`config.mk`:
```
export PLATFORM = sky130hd
export DESIGN_NAME = rtc_register_datetime_decode
export DESIGN_NICKNAME = d
export VERILOG_FILES = /design/src/hw/rtl/rtcd_pkg.sv /design/src/hw/rtl/rtcd_decode.sv /design/src/hw/rtl/rtcd_year.sv /design/src/hw/rtl/rtcd_check.sv /design/src/hw/rtl/rtc_register_datetime_decode.sv
export SDC_FILE = /design/constraint.sdc
export NUM_CORES = 1
export LEC_CHECK = 0
export BUFFER_PORTS_ARGS = -buffer_cell sky130_fd_sc_hd__buf_4
export CAP_MARGIN = 20
export CORE_UTILIZATION = 40
export CTS_BUF_LIST = sky130_fd_sc_hd__clkbuf_2 sky130_fd_sc_hd__clkbuf_4 sky130_fd_sc_hd__clkbuf_8
export DETAILED_ROUTE_END_ITERATION = 8
export PLACE_DENSITY = 0.68
export SKIP_LAST_GASP = 1
export SYNTH_ARGS = -nofsm -noshare
export SYNTH_HDL_FRONTEND = slang
export SYNTH_SLANG_ARGS = --single-unit
```
`constraint.sdc`:
```
create_clock -name clk_i -period 5.2 [get_ports clk_i]
set_input_delay 1.04 -clock clk_i [delete_from_list [all_inputs] [get_ports clk_i]]
set_output_delay 1.04 -clock clk_i [all_outputs]
set_load 0.05 [all_outputs]
```
`src/hw/rtl/rtcd_pkg.sv`:
```
// Shared types, constants and helper functions for the clock-chip date/time decoder.
package rtcd_pkg;

  // Hour-byte flag and masks.
  localparam logic [7:0] HourPmBit   = 8'h80;
  localparam logic [7:0] HourMask12  = 8'h7F;

  // Year forming constants.
  localparam logic [14:0] CenturyWeight = 15'd100;
  localparam logic [14:0] DefaultYear   = 15'd2000;
  localparam logic [7:0]  DefaultCent   = 8'd20;

  // Range limits.
  localparam logic [7:0] MaxHour   = 8'd23;
  localparam logic [7:0] MaxMinute = 8'd59;
  localparam logic [7:0] MaxSecond = 8'd59;
  localparam logic [7:0] MaxMonth  = 8'd12;
  localparam logic [7:0] MaxDay    = 8'd31;
  localparam logic [7:0] NoonHour  = 8'd12;

  // Register bytes after the PM strip and BCD conversion.
  typedef struct packed {
    logic [7:0] sec;
    logic [7:0] min;
    logic [7:0] hr;
    logic [7:0] dy;
    logic [7:0] mon;
    logic [7:0] yr;
    logic [7:0] cent;
  } dec_t;

  // Full year, leap flag and pre-checked calendar fields.
  typedef struct packed {
    logic [14:0] fy;
    logic        leap;
    logic        mon_ok;
    logic [3:0]  mon;
    logic        dy_ok;
    logic [4:0]  dy;
    logic        time_ok;
    logic [4:0]  hr;
    logic [5:0]  min;
    logic [5:0]  sec;
  } yr_t;

  // Final result item.
  typedef struct packed {
    logic        ok;
    logic [14:0] cal_year;
    logic [3:0]  month;
    logic [4:0]  day;
    logic [4:0]  hour;
    logic [5:0]  minute;
    logic [5:0]  second;
  } res_t;

  // Weight each nibble as it stands: high times ten plus low.
  function automatic logic [7:0] nibble_weight(input logic [7:0] v);
    logic [7:0] hi;
    logic [7:0] lo;
    hi = {4'b0, v[7:4]};
    lo = {4'b0, v[3:0]};
    return (hi << 3) + (hi << 1) + lo;
  endfunction

  // Days in a month that is already known to lie in 1..12.
  function automatic logic [4:0] month_days(input logic [3:0] m, input logic leap);
    logic [4:0] d;
    case (m)
      4'd2:                      d = leap ? 5'd29 : 5'd28;
      4'd4, 4'd6, 4'd9, 4'd11:   d = 5'd30;
      default:                   d = 5'd31;
    endcase
    return d;
  endfunction

endpackage

```
`src/hw/rtl/rtcd_decode.sv`:
```
// First stage: PM strip, BCD conversion and 12-to-24-hour mapping.
module rtcd_decode import rtcd_pkg::*; (
  input  logic        clk_i,
  input  logic        rst_ni,
  input  logic        valid_i,
  output logic        ready_o,
  input  logic [55:0] raw_i,
  input  logic        binary_format_i,
  input  logic        hour_24_i,
  output logic        valid_o,
  input  logic        ready_i,
  output dec_t        data_o
);

  logic       valid_q;
  dec_t       data_q;
  dec_t       data_d;
  logic       pm;
  logic [7:0] hr_raw;
  dec_t       conv;

  assign ready_o = !valid_q || ready_i;

  // Strip the PM flag, convert from BCD and map the hour to 24-hour form.
  always_comb begin
    pm     = !hour_24_i && ((raw_i[23:16] & HourPmBit) != 8'd0);
    hr_raw = hour_24_i ? raw_i[23:16] : (raw_i[23:16] & HourMask12);
    conv.sec  = raw_i[7:0];
    conv.min  = raw_i[15:8];
    conv.hr   = hr_raw;
    conv.dy   = raw_i[31:24];
    conv.mon  = raw_i[39:32];
    conv.yr   = raw_i[47:40];
    conv.cent = raw_i[55:48];
    if (!binary_format_i) begin
      conv.sec  = nibble_weight(raw_i[7:0]);
      conv.min  = nibble_weight(raw_i[15:8]);
      conv.hr   = nibble_weight(hr_raw);
      conv.dy   = nibble_weight(raw_i[31:24]);
      conv.mon  = nibble_weight(raw_i[39:32]);
      conv.yr   = nibble_weight(raw_i[47:40]);
      conv.cent = nibble_weight(raw_i[55:48]);
    end
    data_d = conv;
    if (!hour_24_i) begin
      if (pm) begin
        if (conv.hr < NoonHour) data_d.hr = conv.hr + NoonHour;
      end else if (conv.hr == NoonHour) begin
        data_d.hr = 8'd0;
      end
    end
  end

  // Stage valid bit.
  always_ff @(posedge clk_i or negedge rst_ni) begin
    if (!rst_ni) begin
      valid_q <= 1'b0;
    end else if (ready_o) begin
      valid_q <= valid_i;
    end
  end

  // Stage payload.
  always_ff @(posedge clk_i) begin
    if (ready_o && valid_i) begin
      data_q <= data_d;
    end
  end

  assign valid_o = valid_q;
  assign data_o  = data_q;

endmodule

```
`src/hw/rtl/rtcd_year.sv`:
```
// Second stage: full year, leap flag and the simple range checks.
module rtcd_year import rtcd_pkg::*; (
  input  logic clk_i,
  input  logic rst_ni,
  input  logic valid_i,
  output logic ready_o,
  input  dec_t data_i,
  output logic valid_o,
  input  logic ready_i,
  output yr_t  data_o
);

  logic       valid_q;
  yr_t        data_q;
  yr_t        data_d;
  logic       cent_nz;
  logic [1:0] yr_div;
  logic [7:0] yr_mod;
  logic [1:0] base;
  logic [1:0] cent_lo;

  assign ready_o = !valid_q || ready_i;

  // The century only adds multiples of 100, so the year byte alone decides
  // the divisible-by-4 and by-100 tests; the by-400 test looks at the
  // century count plus the hundreds carried in the year byte.
  always_comb begin
    cent_nz = data_i.cent != 8'd0;
    if (data_i.yr >= 8'd200) begin
      yr_div = 2'd2;
      yr_mod = data_i.yr - 8'd200;
    end else if (data_i.yr >= 8'd100) begin
      yr_div = 2'd1;
      yr_mod = data_i.yr - 8'd100;
    end else begin
      yr_div = 2'd0;
      yr_mod = data_i.yr;
    end
    base    = cent_nz ? data_i.cent[1:0] : DefaultCent[1:0];
    cent_lo = base + yr_div;

    data_d.fy   = cent_nz ? ({7'b0, data_i.cent} * CenturyWeight) + {7'b0, data_i.yr}
                          : DefaultYear + {7'b0, data_i.yr};
    data_d.leap = (yr_mod == 8'd0) ? (cent_lo == 2'd0) : (data_i.yr[1:0] == 2'd0);

    data_d.mon_ok  = (data_i.mon >= 8'd1) && (data_i.mon <= MaxMonth);
    data_d.mon     = data_i.mon[3:0];
    data_d.dy_ok   = (data_i.dy >= 8'd1) && (data_i.dy <= MaxDay);
    data_d.dy      = data_i.dy[4:0];
    data_d.time_ok = (data_i.hr <= MaxHour) && (data_i.min <= MaxMinute) &&
                     (data_i.sec <= MaxSecond);
    data_d.hr      = data_i.hr[4:0];
    data_d.min     = data_i.min[5:0];
    data_d.sec     = data_i.sec[5:0];
  end

  // Stage valid bit.
  always_ff @(posedge clk_i or negedge rst_ni) begin
    if (!rst_ni) begin
      valid_q <= 1'b0;
    end else if (ready_o) begin
      valid_q <= valid_i;
    end
  end

  // Stage payload.
  always_ff @(posedge clk_i) begin
    if (ready_o && valid_i) begin
      data_q <= data_d;
    end
  end

  assign valid_o = valid_q;
  assign data_o  = data_q;

endmodule

```
`src/hw/rtl/rtcd_check.sv`:
```
// Third stage: day against month length, final flag and zeroing, output register.
module rtcd_check import rtcd_pkg::*; (
  input  logic clk_i,
  input  logic rst_ni,
  input  logic valid_i,
  output logic ready_o,
  input  yr_t  data_i,
  output logic valid_o,
  input  logic ready_i,
  output res_t data_o
);

  logic       valid_q;
  res_t       data_q;
  res_t       data_d;
  logic [4:0] dim;
  logic       good;

  assign ready_o = !valid_q || ready_i;

  // Compare the day with the month length and clear everything on failure.
  always_comb begin
    dim  = month_days(data_i.mon, data_i.leap);
    good = data_i.mon_ok && data_i.dy_ok && (data_i.dy <= dim) && data_i.time_ok;
    data_d.ok        = good;
    data_d.cal_year  = good ? data_i.fy  : 15'd0;
    data_d.month     = good ? data_i.mon : 4'd0;
    data_d.day       = good ? data_i.dy  : 5'd0;
    data_d.hour      = good ? data_i.hr  : 5'd0;
    data_d.minute    = good ? data_i.min : 6'd0;
    data_d.second    = good ? data_i.sec : 6'd0;
  end

  // Output valid bit.
  always_ff @(posedge clk_i or negedge rst_ni) begin
    if (!rst_ni) begin
      valid_q <= 1'b0;
    end else if (ready_o) begin
      valid_q <= valid_i;
    end
  end

  // Output payload.
  always_ff @(posedge clk_i) begin
    if (ready_o && valid_i) begin
      data_q <= data_d;
    end
  end

  assign valid_o = valid_q;
  assign data_o  = data_q;

endmodule

```
`src/hw/rtl/rtc_register_datetime_decode.sv`:
```
// Top level of the clock-chip date/time register decoder.
// Each request is one snapshot of the seven raw time registers with the
// binary-format and 24-hour mode flags; each produces exactly one result with
// an ok flag and the decoded year, month, day, hour, minute and second (all
// zero when ok is low). The block is a three-stage pipeline (decode, year and
// leap, final check) that takes one request per cycle while the output side
// is not stalled; each result is registered in each stage in turn and is
// presented on the output from the final check register.
// Each stage holds while its successor is full and stalled, so backpressure
// loses and repeats nothing.
module rtc_register_datetime_decode import rtcd_pkg::*; (
  input  logic        clk_i,
  input  logic        rst_ni,
  input  logic        s_axis_tvalid,
  output logic        s_axis_tready,
  // raw_second, raw_minute, raw_hour, raw_day, raw_month, raw_year, raw_century
  input  logic [55:0] s_axis_tdata,
  // binary_format, hour_24
  input  logic [1:0]  s_axis_tuser,
  output logic        m_axis_tvalid,
  input  logic        m_axis_tready,
  // cal_year, month, day, hour, minute, second, zero pad
  output logic [47:0] m_axis_tdata,
  // ok
  output logic        m_axis_tuser
);

  logic dec_valid;
  logic dec_ready;
  dec_t dec_data;
  logic yr_valid;
  logic yr_ready;
  yr_t  yr_data;
  res_t res;

  // Stage one: register decode.
  rtcd_decode u_decode (
    .clk_i,
    .rst_ni,
    .valid_i         (s_axis_tvalid),
    .ready_o         (s_axis_tready),
    .raw_i           (s_axis_tdata),
    .binary_format_i (s_axis_tuser[0]),
    .hour_24_i       (s_axis_tuser[1]),
    .valid_o         (dec_valid),
    .ready_i         (dec_ready),
    .data_o          (dec_data)
  );

  // Stage two: year and leap.
  rtcd_year u_year (
    .clk_i,
    .rst_ni,
    .valid_i (dec_valid),
    .ready_o (dec_ready),
    .data_i  (dec_data),
    .valid_o (yr_valid),
    .ready_i (yr_ready),
    .data_o  (yr_data)
  );

  // Stage three: final check and output register.
  rtcd_check u_check (
    .clk_i,
    .rst_ni,
    .valid_i (yr_valid),
    .ready_o (yr_ready),
    .data_i  (yr_data),
    .valid_o (m_axis_tvalid),
    .ready_i (m_axis_tready),
    .data_o  (res)
  );

  // Pack the result fields, first field lowest.
  assign m_axis_tdata = {7'b0, res.second, res.minute, res.hour, res.day, res.month,
                         res.cal_year};
  assign m_axis_tuser = res.ok;

endmodule

```
==> results of run 1 <==
-- per-layer routing --
metal / up-vias / GRT usage / share of wire
met2: 91 / 0.230 / 0.46
met3: 17 / 0.0291 / 0.036
li1: 2741 / - / -
met5: - / 0 / 0.00083
met1: 2498 / 0.200 / 0.49
met4: 2 / 0.0526 / 0.013
-- layout make-up --
cell class / count / area [sq um] / share of cell area
clock buffer: 17 / 234 / 0.0232
clock inverter: 15 / 173 / 0.0171
inverter: 34 / 128 / 0.0127
multi-input combinational: 485 / 4030 / 0.400
sequential: 146 / 4370 / 0.433
tap: 275 / 344 / 0.0341
timing repair buffer: 107 / 803 / 0.0797
-- sequential cells by signal, indices dropped and copies added (netlist names) --
signal,cells
u_decode.data_o,56
u_year.data_o,45
u_check.data_o,42
u_check.valid_o,1
u_decode.valid_o,1
u_year.valid_o,1
-- worst paths after layout --
check | from | endpoint | slack (ps)
worst min register to register | u_decode.data_o[32]$_DFFE_PP_ | u_year.data_o[12]$_DFFE_PP_ | 430
worst max register to register | u_decode.data_o[2]$_DFFE_PP_ | u_year.data_o[44]$_SDFFCE_PP0P_ | 1570
min in group clk_i | u_decode.data_o[32]$_DFFE_PP_ | u_year.data_o[12]$_DFFE_PP_ | 430
max in group asynchronous | rst_ni | u_decode.valid_o$_DFFE_PN0N_ | 4740
worst max-delay path | s_axis_tdata[19] | u_decode.data_o[35]$_DFFE_PP_ | 1480
worst min-delay path | rst_ni | u_check.valid_o$_DFFE_PN0P_ | 370
-- Yosys cell counts (all sizes together), types with 2 or more instances --
cell type	count
o31ai	2
nor4	6
a21boi	2
fa	18
o21ai	36
or2	3
inv	33
a31oi	3
or4	2
o31a	6
dfrtp	3
nor2	27
xor2	17
nor3b	2
edfxtp	143
ha	103
o22ai	3
nand2b	10
a311o	2
and2	42
nand2	36
buf	9
o221ai	2
clkbuf	15
a31o	3
nor2b	11
nand3	3
a21o	17
nor4b	4
a21oi	31
mux2i	6
o21a	2
mux2	20
a221o	2
a211oi	7
xnor2	17
nor3	9
nand4	7
-- metrics by stage --
step                utilization  instances  hold slack (ps)
floorplan                     -        689              400
global route              0.478       1079              331
detailed placement        0.459       1047              405
global placement          0.459       1047              402
CTS                       0.478       1079              335
finish                    0.478       1079              367
-- logic make-up after synthesis --
| group | share of synthesized area |
|---|---|
| AOI/OAI and AO/OA | 0.0951 |
| xor gates and xnor gates | 0.0346 |
| adders and majority gates | 0.191 |
| buffers and inverters | 0.0287 |
| DFF | 0.507 |
| muxes | 0.0331 |
| other | 0.000435 |
| and+or+nand+nor | 0.110 |
-- worst max-delay path, stage by stage --
cell and delay [ps]:
buf_4 90, inv_1 50, fa_1 540, inv_1 70, fa_1 460, mux2_2 300, ha_1 210, or4b_1 510
or3_4 370, mux2i_1 170, o22ai_1 100
-- layout by cell type (no fill, tap or decap), drive strengths merged, types with 3 or more instances in the layout --
cell,instances
nor4,6
a21o,17
fa,18
nor3,9
mux2,20
a211oi,7
conb,7
clkinv,5
xnor2,17
nor2,27
dfrtp,3
o22ai,3
o31a,6
nand2b,10
a31oi,3
edfxtp,143
nand2,36
ha,103
a21oi,31
nand3,3
nand4,7
mux2i,6
nor2b,11
o21ai,36
nor4b,4
clkbuf,17
and2,42
xor2,17
or2,3
inv,40
buf,107
a31o,3
-- report_power, final --
part	switching (W)	internal [W]	total, W	leakage (nW)
Sequential	0.0000606	0.00149	0.00155	1.44
Clock	0.000469	0.000442	0.000911	0.202
Combinational	0.000618	0.000441	0.00106	2.61
Total	0.00115	0.00237	0.00352	4.25
==> results, run 1 <==
- The flow ran to the end, and the final reports show no timing, DRC or antenna violations.
- The share of synthesized area in the top cell type comes to 0.498.
- The number of routed nets with antenna violations is 0.
- 113 I/O pins were placed.
- The full die area is 22100 sq um.
- Setup total negative slack on the finished layout was measured at 0 ps.
- The register clock-pin slew on the reported worst setup and hold paths is 90 ps.
- The filler cell count in the final layout is 1913.
- The detailed-router iteration count before antenna repair is 6.
- The initial antenna violation count is 1.
- The worst path meets setup with 1480 ps of slack.
- The cell area that synthesis handed to floorplanning was 8620 sq um.
- The die width is 149 um.
- The power per cell area is 349 nW/um^2.
- The H-tree was split into 4 levels.
- The clock drives 146 sinks.
- The growth of design area from synthesis to finish is 17.0%.
- The largest net degree at the start of global routing is 74.
- Setup repair after global routing left no endpoint under its margin.
- The initial detailed-routing violation count is 220.
- For this configuration, the core starts out at a cell density of 0.409.
- At the worst endpoint, the required time is 5390 ps.
- The overflow left after global routing is 0.
- The overall power after layout is 0.00352 W.
- STA classifies the critical path startpoint as an input port.
- The time the worst path needs with I/O delays and setup is 3720 ps.
- The CTS tree is yes.
- The static leakage is 4.25 nW.
- The standard-cell row count is 53.
- After detailed routing, the total wire length is 15600 um.
- The largest area contributor in the synthesized netlist is edfxtp_1.
- The total count of hold-check failures in the final report is 0.
- For this run, the top clock speed supported by timing is 0.269 GHz.
- The kind of critical path is input port to flip-flop.
- The number of buffers on the longest clock path is 2.
- Clock tree synthesis inserted a total of 17 buffers.
- 0 antenna diodes ended up in the layout.
- The tool flagged a number of max-cap violations equal to 0.
- The number of hold buffers added after CTS is 0.
- The transition at the pin with the smallest max-transition slack is 1050 ps.
- Synthesis inferred 146 register bits.
- The number of I/O port buffers is 105.
- The first-pass GRT wire length is 25100 um.
- After detailed routing, the number of remaining DRC violations is 0.
- In this run the mean area of a mapped cell was 12.6 sq um.
- For this run, asynchronously set or reset flops after synthesis account for 0.0205.
- Post-CTS timing repair inserted 0 buffers for setup.
- The number of failing setup endpoints in the final timing report is 0.
- Before CTS, the worst setup slack after placement is 1010 ps.
- Of the synthesized area, sequential elements account for 0.507.
- Dividing the final minimum period by the clock period gives 0.716.
- The count of nets after finishing is 974.
- The finished cells cover 10100 sq um.
- The CTS root buffer is clkbuf_8.
- The arrival time at the worst endpoint is 3920 ps.
- The maximum resistive drop on vdd is 0.182 mV.
- The number of global-route vias before repair is 5063.
- In this run the cell area measured after placement is 9670 sq um.
- By area the synthesized netlist is led by edfxtp_1 50%, ha_1 15%, fa_1 4.2%.
- Dividing the detail-routed via count by the number of cells gives 4.96.
- For the worst-skew pair, the clock arrives at the later sink with an insertion delay of 440 ps.
- Along the worst path, the maximum fanout reaches 3.
- Synthesis handed over a netlist of 683 instances.
- The core box area is 21100 sq um.
- Post-CTS repair changed the size of 0 cells.
- The count of pins over their slew limit is 0.
- Across every metal layer, demand over resource in global routing totals 0.146.
- Detailed placement finished with a half-perimeter wire length of 11700 um.
- Measured against its own limit, the worst slew margin works out to 0.301.
- The most used flip-flop cell after synthesis is edfxtp_1.
- The depth of the most critical reg-to-reg path is 11.
- The fraction of final layout cells with drive strength greater than 1 is 0.216.
- The clock arrives with 11.4 ps of skew.
- The routed length per instance is 14.5 um.
- The vias after detailed routing is 5349.
- The kind of path behind the tightest hold check is input port to asynchronous set/reset pin.
- The number of different library cells in the post-synthesis netlist is 61.
- Yosys printed 0 warnings.
- The final weighted congestion in routability-driven placement is 0.808.
- The die height is 149 um.
- The number of enable flip-flop cells after synthesis is 143.
- The worst setup path is captured at a flip-flop.
(Power assumes the default switching activity.)
==> run 2: changes to the inputs <==
==> constraint.sdc (replaced) <==
create_clock -name clk_i -period 3.45 [get_ports clk_i]
set_input_delay 0.69 -clock clk_i [delete_from_list [all_inputs] [get_ports clk_i]]
set_output_delay 0.69 -clock clk_i [all_outputs]
set_load 0.05 [all_outputs]
==> results, run 2 (synthesis results as in run 1) <==
- The run finished with clean final reports.
- The worst-path maximum fanout is 4.
- The floorplan step set the die height to 149 um.
- Routability-driven placement finished with a final weighted congestion of 0.781.
- The standard-cell row count is 53.
- The growth of design area from synthesis to finish is 22.2%.
- The most common cell after layout, fill and taps aside is edfxtp_1.
- The transition at the pin with the smallest max-transition slack is 978 ps.
- Once layout is done, the placed cells without fillers occupy 10500 sq um.
- The total area inside the core boundary comes to 21100 sq um.
- The die covers 22100 sq um.
- VDD sags by at most 0.219 mV.
- The count of pins over their slew limit came to 0.
- The total routed wirelength is 16500 um.
- The filler cell count in the final layout is 1882.
- The number of failing setup endpoints in the final timing report is 0.
- The number of I/O port buffers is 105.
- The total count of hold-check failures in the final report was 0.
- Entering global routing, the biggest net connects 62 pins.
- The first global-routing pass estimated 25900 um of wire.
- Detailed placement ended at an HPWL of 12300 um.
- The fraction of final layout cells with drive strength greater than 1 is 0.275.
- The detailed router placed 5438 vias in this run.
- The die is 149 um wide.
- In the final routed layout, each cell accounts on average for 14.8 um.
- For the final database, setup skew stands at 15.9 ps.
- The kind of path behind the tightest hold check is input port to flip-flop.
- At the end of the flow the core is filled with cells to 0.499.
- The peak-usage layer in the global routing report is met2.
- Summed over all cells, the static leakage comes to 4.41 nW.
- The CTS root buffer is clkbuf_8.
- The post-route setup TNS is 0 ps.
- The met3 layer usage reported by global route is 0.0349.
- In the finished design, the share of the clock period the worst path needs comes to 0.978.
- Once placement finished, the instance area stood at 9910 sq um.
- The routed design could run at a clock period as short as 3370 ps.
- The number of global-route vias before repair came to 5230.
- The area taken by flip-flops and latches is 4370 sq um.
- Once detail routing completed, the nets flagged for antenna violations numbered 0.
- The count of nets after finishing is 1004.
- The number of sinks handled by clock tree synthesis is 146.
- The power per cell area is 529 nW/um^2.
- Total power for the finished layout comes to 0.00557 W.
- The number of CTS-inserted buffers is 17.
- The initial standard-cell utilization of the core is 0.409.
- The number of antenna repair diodes is 0.
- In the global route stage, met1 resource usage came out at 0.220.
- The initial detailed-routing violation count is 270.
- The count of H-tree levels built during CTS is 4.
- The arrival time at the worst endpoint is 3670 ps.
- The kind of start point of the critical path is a flip-flop.
- The max-capacitance violation count is 0.
- Setup repair after global routing could not meet its margin everywhere.
- In this run the deepest clock path goes through 2 buffers.
- The register with the most flip-flops in the layout has 56 of them.
- After detailed routing, the number of vias per cell comes to 4.90.
- TritonCTS built the clock tree.
- The kind of critical path is flip-flop to flip-flop.
- Headroom to the max-slew limit came out at 0.348.
- The insertion delay to the later sink of the worst-skew pair is 440 ps.
- The I/O pin count is 113.
- The pre-antenna-repair detailed-routing pass consisted of 4 iterations.
- In the global route stage, met2 resource usage came out at 0.222.
- Summing all multi-input logic gate instances after layout gives 4250 sq um.
- The category of the worst setup path capture point is a flip-flop.
- The initial antenna violation count is 0.
- Static timing analysis puts the maximum clock frequency at 0.296 GHz.
- For this run, design rule violations remaining after detail routing come to 0.
- The top cell types in the final layout, fill and taps aside, are 143 x edfxtp_1, 132 x buf_4, 92 x ha_1.
- The aggregate global-route resource usage is 0.152.
- At the worst endpoint, the required time is 3750 ps.
- Clock-pin slew was measured on the worst setup and hold paths at 90 ps.
- The overflow left after global routing is 0.
-- run 2: changes by cell type in the layout (fill, tap and decap cells not counted), sizes merged --
cell,previous run,this run
buf,107,136
bufinv,2,0
clkbuf,17,20
clkinv,5,7
dlygate4sd3,0,1
inv,40,37
-- run 2: routing by layer --
metal  part of all wire  wire length, um
met1               0.51             8330
met2               0.44             7200
met3              0.046              750
met4              0.011              182
met5                  0                0
-- run 2: per-stage QoR --
step                worst slack, ps  std cells  hold slack (ps)
global route                  -54.6       1109              376
floorplan                     -34.4        689              394
CTS                            1.60       1107              378
detailed placement             -280       1074              406
global placement               -207       1074              402
finish                         77.2       1109              420
-- run 2: area by class of cell --
| cell class | count | share of cell area |
|---|---|---|
| timing repair buffer | 137 | 0.100 |
| clock inverter | 12 | 0.00951 |
| tap | 275 | 0.0327 |
| clock buffer | 20 | 0.0261 |
| inverter | 34 | 0.0128 |
| sequential | 146 | 0.415 |
| multi-input combinational | 485 | 0.404 |
-- run 2: repair_timing --
item / CTS / global route
buffers inserted: 0 / 2
resized for setup: 5 / 29
endpoints found under the setup margin: 3 / 3
hold endpoints to repair: 3 / 0
pin swaps: 1 / 18
hold buffers: 1 / 0
-- run 2: final timing paths --
path                            slack [ps]                              end                          start  cells past startpoint
max in group asynchronous             2790     u_decode.valid_o$_DFFE_PN0N_                         rst_ni                      2
worst min-delay path                   420    u_decode.data_o[40]$_DFFE_PP_                s_axis_tdata[8]                      1
worst max-delay path                    80  u_year.data_o[44]$_SDFFCE_PP0P_   u_decode.data_o[2]$_DFFE_PP_                     12
worst min register to register         430       u_year.data_o[0]$_DFFE_PP_  u_decode.data_o[48]$_DFFE_PP_                      0
min in group asynchronous              570      u_check.valid_o$_DFFE_PN0P_                         rst_ni                      2
worst max register to register          80  u_year.data_o[44]$_SDFFCE_PP0P_   u_decode.data_o[2]$_DFFE_PP_                     12
-- run 2: worst max-delay path, stage by stage, from the launching register on --
cell and delay [ps]:
edfxtp_1 500, inv_2 110, ha_4 200, ha_4 260, fa_1 440, ha_4 250, buf_6 140, xnor2_4 120
o21bai_4 180, nor4_4 380, nand2_1 110, nor4bb_2 320, mux2i_1 210
-- run 2: where the power goes --
part	internal (W)	switching, W
Clock	0.000570	0.000678
Combinational	0.000904	0.00108
Sequential	0.00224	0.0000911
==> run 3: changes to the inputs <==
--- a/config.mk
+++ b/config.mk
@@ -11,6 +11,7 @@
 export CTS_BUF_LIST = sky130_fd_sc_hd__clkbuf_2 sky130_fd_sc_hd__clkbuf_4 sky130_fd_sc_hd__clkbuf_8
 export DETAILED_ROUTE_END_ITERATION = 8
 export PLACE_DENSITY = 0.68
+export REMOVE_ABC_BUFFERS = 1
 export SKIP_LAST_GASP = 1
 export SYNTH_ARGS = -nofsm -noshare
 export SYNTH_HDL_FRONTEND = slang
==> results, run 3 (synthesis results as in run 1) <==
- For this design the top-level I/O count stands at 113.
- The aggregate global-route resource usage is 0.149.
- The kind of path behind the tightest hold check is input port to flip-flop.
- The worst-path maximum fanout is 3.
- The worst clock skew is 9.54 ps.
- The routed length per instance is 14.1 um.
- The floorplan has 53 rows.
- In the post-route analysis, the smallest setup slack over all paths is 121 ps.
- The remaining max-slew budget at the tightest pin is 0.350.
- The register with the most flip-flops in the layout has 56 of them.
- The first TritonRoute pass finished after 4 iterations.
- The vias after detailed routing is 5507.
- The largest net degree at the start of global routing is 43.
- The number of I/O port buffers is 105.
- In the finished design, the share of the clock period the worst path needs comes to 0.965.
- The pre-CTS setup slack is -333 ps.
- After detailed routing, the total wire length is 15700 um.
- The finished layout holds 1115 standard cells, fillers aside.
- The category of the worst setup path capture point is a flip-flop.
- The growth of design area from synthesis to finish is 22.0%.
- The count of nets after finishing is 1010.
- The arrival time at the worst endpoint is 3530 ps.
- The initial detailed-routing violation count is 213.
- The number of global-route vias before repair came to 5382.
- The transition at the pin with the smallest max-transition slack is 975 ps.
- The vias per cell is 4.94.
- The floorplan step defined a die boundary enclosing 22100 sq um.
- The overflow left after global routing is 0.
- The die height is 149 um.
- The fraction of final layout cells with drive strength greater than 1 is 0.273.
- The initial antenna violation count is 0.
- The kind of start point of the critical path is an input port.
- The die width is 149 um.
- The number of remaining DRC errors is 0.
- The first-pass GRT wire length is 25700 um.
- The core box area is 21100 sq um.
- Data on the critical path is required at its endpoint by 3650 ps.
- The insertion delay to the later sink of the worst-skew pair is 440 ps.
- The repair_antennas step left the layout with diodes totalling 0.
- The library cell used most frequently in the layout, excluding fill and tap cells, is edfxtp_1.
- In the layout the commonest cells are 143 x edfxtp_1, 140 x buf_4, 99 x ha_1.
- The register clock-pin slew on the reported worst setup and hold paths is 90 ps.
- The kind of critical path is input port to flip-flop.
- The worst register-to-register path has a setup slack of 150 ps.
- For this run, the top clock speed supported by timing is 0.300 GHz.
- Subtracting the final worst setup slack from the clock period gives 3330 ps.
- TritonCTS built the clock tree.
- The CTS root buffer is clkbuf_8.
- The total count of hold-check failures in the final report was 0.
- The filler cell count in the final layout is 1885.
- Setup violations remaining at the end of the flow were counted as 0.
- The clock passes through at most 2 buffers.
- The half-perimeter wire length after placement is 11800 um.
- The count of pins over their slew limit is 0.
- The initial utilization of the core area, before any placement, comes to 0.409.
- The power per cell area is 534 nW/um^2.
- The run finished with clean final reports.
- Once detail routing completed, the nets flagged for antenna violations numbered 0.
- Routability-driven placement finished with a final weighted congestion of 0.824.
- The worst-case IR drop observed on VDD is 0.255 mV.
- The number of sinks handled by clock tree synthesis is 146.
- The number of CTS-inserted buffers is 17.
- The max-capacitance violation count is 0.
- The static leakage is 4.46 nW.
- The H-tree was split into 4 levels.
- Once placement completed, the tool counted placed cells totaling 1076.
## run 3: changes by cell type in the layout (fill, tap and decap cells not counted), sizes merged
cell | previous run | this run
buf | 136 | 142
clkbuf | 20 | 17
bufinv | 0 | 1
inv | 37 | 41
clkinv | 7 | 4
clkinvlp | 2 | 3
## run 3: final cells by class
type / instances / area [sq um] / share of cell area
sequential: 146 / 4370 / 0.416
clock buffer: 17 / 234 / 0.0223
inverter: 34 / 128 / 0.0121
multi-input combinational: 485 / 4180 / 0.398
tap: 275 / 344 / 0.0327
clock inverter: 15 / 166 / 0.0158
timing repair buffer: 143 / 1090 / 0.104
## run 3: power by group
part	leakage (nW)	switching (W)	internal, W
clock	0.194	0.000715	0.000605
sequential	1.44	0.0000835	0.00224
combinational	2.83	0.00107	0.000903
total	4.46	0.00187	0.00375
## run 3: worst max-delay path, cell delays in order
cell	delay, ps
buf_4	80
inv_1	50
fa_1	540
inv_1	70
fa_1	470
mux2_4	290
ha_1	210
or4b_1	460
or3_4	410
mux2i_1	170
o22ai_1	100
## run 3: worst paths after layout
check	start	endpoint	cells past startpoint
min reg2reg	u_decode.data_o[49]$_DFFE_PP_	u_year.data_o[1]$_DFFE_PP_	0
max	s_axis_tdata[19]	u_decode.data_o[34]$_DFFE_PP_	11
max in group asynchronous	rst_ni	u_year.valid_o$_DFFE_PN0P_	2
min in group asynchronous	rst_ni	u_check.valid_o$_DFFE_PN0P_	2
max reg2reg	u_decode.data_o[2]$_DFFE_PP_	u_year.data_o[44]$_SDFFCE_PP0P_	14
min	s_axis_tdata[40]	u_decode.data_o[8]$_DFFE_PP_	1
## run 3: repair_timing
item,4_1_cts,5_1_grt
endpoints found under the hold margin,3,0
cloned,0,0
endpoints found under the setup margin,3,6
resized for setup,9,19
hold buffers,1,0
pin swaps,6,12
buffers inserted,3,3
## run 3: metrics by stage
| stage | setup TNS, ps | util | hold slack [ps] | instance area [sq um] | power [W] |
|---|---|---|---|---|---|
| after floorplan | -274 | - | 394 | 8520 | 0.00355 |
| after global placement | -707 | 0.470 | 403 | 9900 | 0.00405 |
| after detailed placement | -898 | 0.470 | 406 | 9900 | 0.00408 |
| after CTS | 0 | 0.493 | 383 | 10400 | 0.00552 |
| after global routing | -1.25 | 0.499 | 380 | 10500 | 0.00597 |
| final | 0 | 0.499 | 419 | 10500 | 0.00562 |
## run 3: per-layer routing
layer,global-route usage,vias to the layer above,routed length (um)
li1,-,2802,-
met1,0.193,2563,7260
met2,0.236,120,7310
met3,0.0401,22,844
met4,0.0592,0,286
met5,0,-,0
